--- src/sv/lpf_pkg.sv ---
package lpf_pkg;

  // Fixed field widths
  localparam int NUM_FIELDS = 4;
  localparam int CFG_IDX_W  = 2;
  localparam int COEF_W     = 48;
  localparam int NOISE_W    = 16;
  localparam int GAIN_W     = 32;
  localparam int LEVEL_W    = 16;

  // Shared multiplier operand and product widths
  localparam int MUL_W  = 20;
  localparam int PROD_W = 2 * MUL_W;

  // log2(10)/20 in Q0.16
  localparam logic signed [MUL_W-1:0] EXP_K = 20'sd10885;

  // Mantissa width: 2^(i/16) in Q1.16, up to 2^17
  localparam int MANT_W = 18;

  typedef logic [NOISE_W-1:0] noise_t;
  typedef logic [GAIN_W-1:0]  gain_t;
  typedef logic [COEF_W-1:0]  coef_t;

  // Request to the shared multiplier
  typedef struct packed {
    logic                    en;
    logic signed [MUL_W-1:0] a;
    logic signed [MUL_W-1:0] b;
  } mul_req_t;

  // 2^(i/16) in Q1.16 for i = 0..16
  function automatic logic [MANT_W-1:0] pow2_tab(input logic [4:0] i);
    logic [MANT_W-1:0] v;
    case (i)
      5'd0:    v = 18'd65536;
      5'd1:    v = 18'd68438;
      5'd2:    v = 18'd71468;
      5'd3:    v = 18'd74632;
      5'd4:    v = 18'd77936;
      5'd5:    v = 18'd81386;
      5'd6:    v = 18'd84990;
      5'd7:    v = 18'd88752;
      5'd8:    v = 18'd92682;
      5'd9:    v = 18'd96785;
      5'd10:   v = 18'd101070;
      5'd11:   v = 18'd105545;
      5'd12:   v = 18'd110218;
      5'd13:   v = 18'd115098;
      5'd14:   v = 18'd120194;
      5'd15:   v = 18'd125515;
      5'd16:   v = 18'd131072;
      default: v = 18'd131072;
    endcase
    return v;
  endfunction

endpackage

--- src/sv/lpf_mul.sv ---
module lpf_mul
  import lpf_pkg::*;
(
  input  logic                     clk,
  input  lpf_pkg::mul_req_t        req,
  output logic signed [PROD_W-1:0] prod_r
);

  // Signed multiply, product registered when requested
  always_ff @(posedge clk) begin
    if (req.en) begin
      prod_r <= req.a * req.b;
    end
  end

endmodule

--- config.mk ---
export PLATFORM = sky130hd
export DESIGN_NAME = lpf_mul
export DESIGN_NICKNAME = d
export VERILOG_FILES = /design/src/sv/lpf_pkg.sv /design/src/sv/lpf_mul.sv
export SDC_FILE = /design/constraint.sdc
export NUM_CORES = 1
export LEC_CHECK = 0
export ABC_AREA = 0
export BUFFER_PORTS_ARGS = -buffer_cell sky130_fd_sc_hd__buf_2
export CAP_MARGIN = 20
export CORE_AREA = 2 2 186 188
export CTS_CLUSTER_DIAMETER = 40
export DETAILED_ROUTE_END_ITERATION = 16
export DIE_AREA = 0 0 188 190
export GPL_ROUTABILITY_DRIVEN = 0
export PLACE_DENSITY = 0.63
export SKIP_CTS_REPAIR_TIMING = 1
export SLEW_MARGIN = 20
export SYNTH_ARGS = -nofsm -noshare
export SYNTH_HDL_FRONTEND = slang
export SYNTH_SLANG_ARGS = --single-unit
--- constraint.sdc ---
create_clock -name clk -period 20.7 [get_ports clk]
set_input_delay 6.21 -clock clk [delete_from_list [all_inputs] [get_ports clk]]
set_output_delay 6.21 -clock clk [all_outputs]
set_load 0.02 [all_outputs]
==> flow_summary.toml, run 1 <==
[sta]
final_max_slew_viol_count = 0
fin_ws_ps = 7960
post-route-period-util_pct = 61.6
setup_viol = 0
slew_headroom_pct = 40.4
worstMarginPinSlew_ps = 894
fmax_mhz = 78.5
fin_setup_tns_ps = 0
fin_crit_ps = 12740
hold_viol_final = 0
rsz0062_at_grt = "false"

[global_routing]
grt_pass1_wl_um = 65900
grt_max_degree = 41
grt_overflow = 0
grt_pass1_vias = 13174
antenna_found_initial = 2
grt_use_total_pct = 23.6

[yosys]
yosysMostFrequentCell = "inv_1"
yosysSeqAreaShare_pct = 7.24
synth_fp_nets = 2315
syn_area_per_cell_um2 = 9.50
synth_cell_types = 56
yosys-top-cells-area = "fa_1 51%, inv_1 10%, and2_1 8.2%, ha_1 8.1%, edfxtp_1 7.2%"
synth_largest_area_cell = "fa_1"
async_flop_share_pct = 0
synth_ff_type = "edfxtp_1"
ys_warn_count = 0
synth_area_um2 = 16600
syn_inst = 1746
synth_edf_count = 40
yosysTopAreaCellShare_pct = 50.7
synthTopCellsByCount = "444 x inv_1, 420 x fa_1, 218 x and2_1"
ys_ff_latch = 40

[critical_path]
arrival_ps = 12880
crit_type = "input pin to flop"
crit_fanout = 20
cp-end-kind = "flop"
cp-start-kind = "input pin"
critPathRequiredTime_ps = 20830

[cells_and_area]
fin_cells = 2209
multi_input_comb_area_um2 = 13400
regMostFlops = "prod_r"
area_growth_pct = 5.04
final_nets = 2320
nFillCells = 3230
seq_area_um2 = 1200
largest_registers = "prod_r (40)"
largest_register_ffs = 40
drive_above_1_share_pct = 5.65

[die]
core-area_um2 = 33900
die_area_um2 = 35700
initial_core_util_pct = 48.9
design.portCount = 82
fp.dieH_um = 190
fp-row-count = 68
die_x_um = 188

[placement]
post-place-cells = 2199
dp_slack_ps = 7640
numPortBuffers = 81
hpwl_um = 32400

[routing]
drc = 0
firstDrtPassIters = 5
routed_wl_um = 38600
wl_per_cell_um = 17.5
antenna_left = 0
avgViaCountPerCell = 5.17
drtIter0Drc = 487
vias = 11417

[run_status]
status = "finished clean"

[cts]
cts_max_level = 2
clk_pin_slew_worst_paths_ps = 60
clockBufferDepth = 2
cts.sinks = 40
cts_buffers = 5
cts_tree = "built"
cts-root-buf = "clkbuf_16"

[run]
maxCapViolations = 0

[worst_hold_path]
hp-class = "input pin to flop"
cell type report:
type | count | share of cell area, %
diodes | 2 | 0.0287
inverters | 444 | 9.57
well taps | 455 | 3.27
clock inverters | 3 | 0.244
clock buffers | 5 | 0.718
flip-flops and latches | 40 | 6.89
repair buffers | 81 | 2.33
multi-input cells | 1179 | 77.0
placed cells by master, fill, tap and decap left out, drive strengths merged, types with 4 or more instances in the layout:
| cell type | instances |
|---|---|
| nor2b | 5 |
| clkbuf | 5 |
| o21ai | 20 |
| a31oi | 4 |
| fa | 420 |
| a21o | 14 |
| nand2 | 189 |
| xnor2 | 25 |
| nand3 | 6 |
| and2 | 219 |
| nor2 | 38 |
| buf | 81 |
| nand2b | 7 |
| o21a | 4 |
| ha | 107 |
| a211oi | 11 |
| inv | 444 |
| a21oi | 30 |
| xor2 | 10 |
| nor3 | 20 |
| edfxtp | 40 |
stage by stage:
step                      hold WS (ps)  utilization (%)  cell area, um^2
after floorplan                   6320                -            16600
after global routing              6540             51.3            17400
after global placement            6650             50.8            17200
final                             6540             51.3            17400
after CTS                         6540             51.3            17400
after detailed placement          6650             50.8            17200
path summary, 6_finish.rpt:
| kind | from | end | slack (ps) | depth (start not counted) |
|---|---|---|---|---|
| max | req[39] | prod_r[38] | 7960 | 20 |
| min | req[0] | prod_r[0] | 6540 | 2 |
cells by family after synthesis:
group | share of synthesized area, %
AOI/OAI and AO/OA | 4.72
xor gates and xnor gates | 1.85
adders and majority gates | 58.8
buffers and inverters | 11.9
DFF | 7.24
muxes | 0.249
and+or+nand+nor | 15.2
worst max-delay path, stage by stage:
cell and delay (ps):
buf_2 310, nand2_1 210, fa_1 670, inv_1 130, fa_1 540, inv_1 70
fa_1 800, inv_1 220, fa_1 530, inv_1 60, fa_1 560, fa_1 440
fa_1 520, inv_1 40, ha_1 390, nand2_1 100, o41ai_1 590, mux2i_1 270
o41ai_1 90, a31oi_1 140
metal layers:
layer | share of wire, % | vias to the layer above | GRT usage, %
li1 | - | 5115 | -
met1 | 36 | 5997 | 25.9
met2 | 57 | 228 | 47.5
met3 | 2.8 | 77 | 1.77
met4 | 3.7 | 0 | 7.60
met5 | 0 | - | 0
Power of run 1 is not shown: default switching activity piles up to over one toggle a cycle in this logic, so the estimate is an artifact.
==> inputs of run 2 (changes only) <==
==> constraint.sdc (replaced) <==
create_clock -name clk -period 13.15 [get_ports clk]
set_input_delay 3.945 -clock clk [delete_from_list [all_inputs] [get_ports clk]]
set_output_delay 3.945 -clock clk [all_outputs]
set_load 0.02 [all_outputs]
==> flow_summary.toml, run 2 (synthesized netlist as in run 1, its figures left out) <==
[run_status]
status = "finished clean"

[die]
fp-row-count = 68
core-area_um2 = 33900
die_area_um2 = 35700
fp.dieH_um = 190
design.portCount = 82
initial_core_util_pct = 48.9
die_x_um = 188

[worst_hold_path]
hp-class = "input pin to flop"
hold_depth = 2

[routing]
firstDrtPassIters = 7
avgViaCountPerCell = 5.19
routed_wl_um = 38600
drc = 0
antenna_left = 0
vias = 11470
wl_per_cell_um = 17.5
drtIter0Drc = 434

[placement]
hpwl_um = 32400
dp_slack_ps = 2360
dpl_cell_area_um2 = 17200
numPortBuffers = 81

[global_routing]
grt_max_degree = 41
grt_pass1_vias = 13136
antenna_found_initial = 2
grt_use_total_pct = 23.6
grt_overflow = 0
grt_pass1_wl_um = 65900

[cts]
cts_tree = "built"
clk_pin_slew_worst_paths_ps = 60
cts_buffers = 5
cts_max_level = 2
cts-root-buf = "clkbuf_16"
clockBufferDepth = 2
cts.sinks = 40

[cells_and_area]
largest_register_ffs = 40
final_area_um2 = 17400
area_growth_pct = 5.04
largest_registers = "prod_r (40)"
final_common_cell = "inv_1"
final_nets = 2320
mostFrequentLayoutCells = "444 x inv_1, 420 x fa_1, 218 x and2_1"
regMostFlops = "prod_r"
drive_above_1_share_pct = 5.65

[critical_path]
cp-start-kind = "input pin"
cp-end-kind = "flop"
cp.depth = 20
arrival_ps = 10630
slowest_delay_ps = 800
crit_top_cell = "fa_1"
crit_chain = "buf_2 -> nand2_1 -> fa_1 -> inv_1 -> fa_1 -> inv_1 -> fa_1 -> inv_1 -> fa_1 -> inv_1 -> fa_1 -> fa_1 -> fa_1 -> inv_1 -> ha_1 -> nand2_1 -> o41ai_1 -> mux2i_1 -> o41ai_1 -> a31oi_1"
crit_family = "adder cells"
critPathBufInv = 6
startpoint = "req[39]"
slowest_stage = "fa_1"
critPathRequiredTime_ps = 13290
crit_type = "input pin to flop"
crit_fanout = 20
cp-endpoint = "prod_r[38]"

[sta]
slew_headroom_pct = 40.3
setup_viol = 0
post-route-period-util_pct = 79.8
fmax_mhz = 95.3
fin_ws_ps = 2650
hold_viol_final = 0
final_max_slew_viol_count = 0
worstMarginPinSlew_ps = 895
fin_setup_tns_ps = 0
hold_ws_ps = 4270
fin_crit_ps = 10500
rsz0062_at_grt = "false"

[run]
maxCapViolations = 0
## run 2: cell counts in the layout (fill, tap and decap cells not counted)
No cell type changed its count.
## run 2: layer usage
metal	track usage, %	vias up	share of wire, %
li1	-	5113	-
met1	26.1	6027	36
met2	47.6	261	57
met3	1.88	69	3.4
met4	6.87	0	3.4
met5	0	-	0
## run 2: area by class of cell
| class | instances | area [um^2] |
|---|---|---|
| Fill cell | 3221 | 16500 |
| Multi-Input combinational cell | 1179 | 13400 |
| Inverter | 444 | 1670 |
| Sequential cell | 40 | 1200 |
| Tap cell | 455 | 569 |
| Timing Repair Buffer | 81 | 405 |
| Clock buffer | 5 | 125 |
| Clock inverter | 3 | 42.5 |
| Antenna cell | 2 | 5.00 |
## run 2: per-stage QoR
step	instances	utilization, %
floorplan	1746	-
detailed placement	2199	50.8
finish	2209	51.3
CTS	2207	51.3
global placement	2199	50.8
global route	2208	51.3
## run 2: worst min path at each step
| stage | slack (ps) | startpoint | end |
|---|---|---|---|
| floorplan | 4060 | req[40] | prod_r[0] |
| global placement | 4390 | prod_r[3] | prod_r[3] |
| detailed placement | 4390 | prod_r[6] | prod_r[6] |
| CTS | 4270 | req[0] | prod_r[0] |
| global route | 4280 | req[20] | prod_r[0] |
| finish | 4270 | req[20] | prod_r[0] |
Power of run 2 is left out for the same reason.
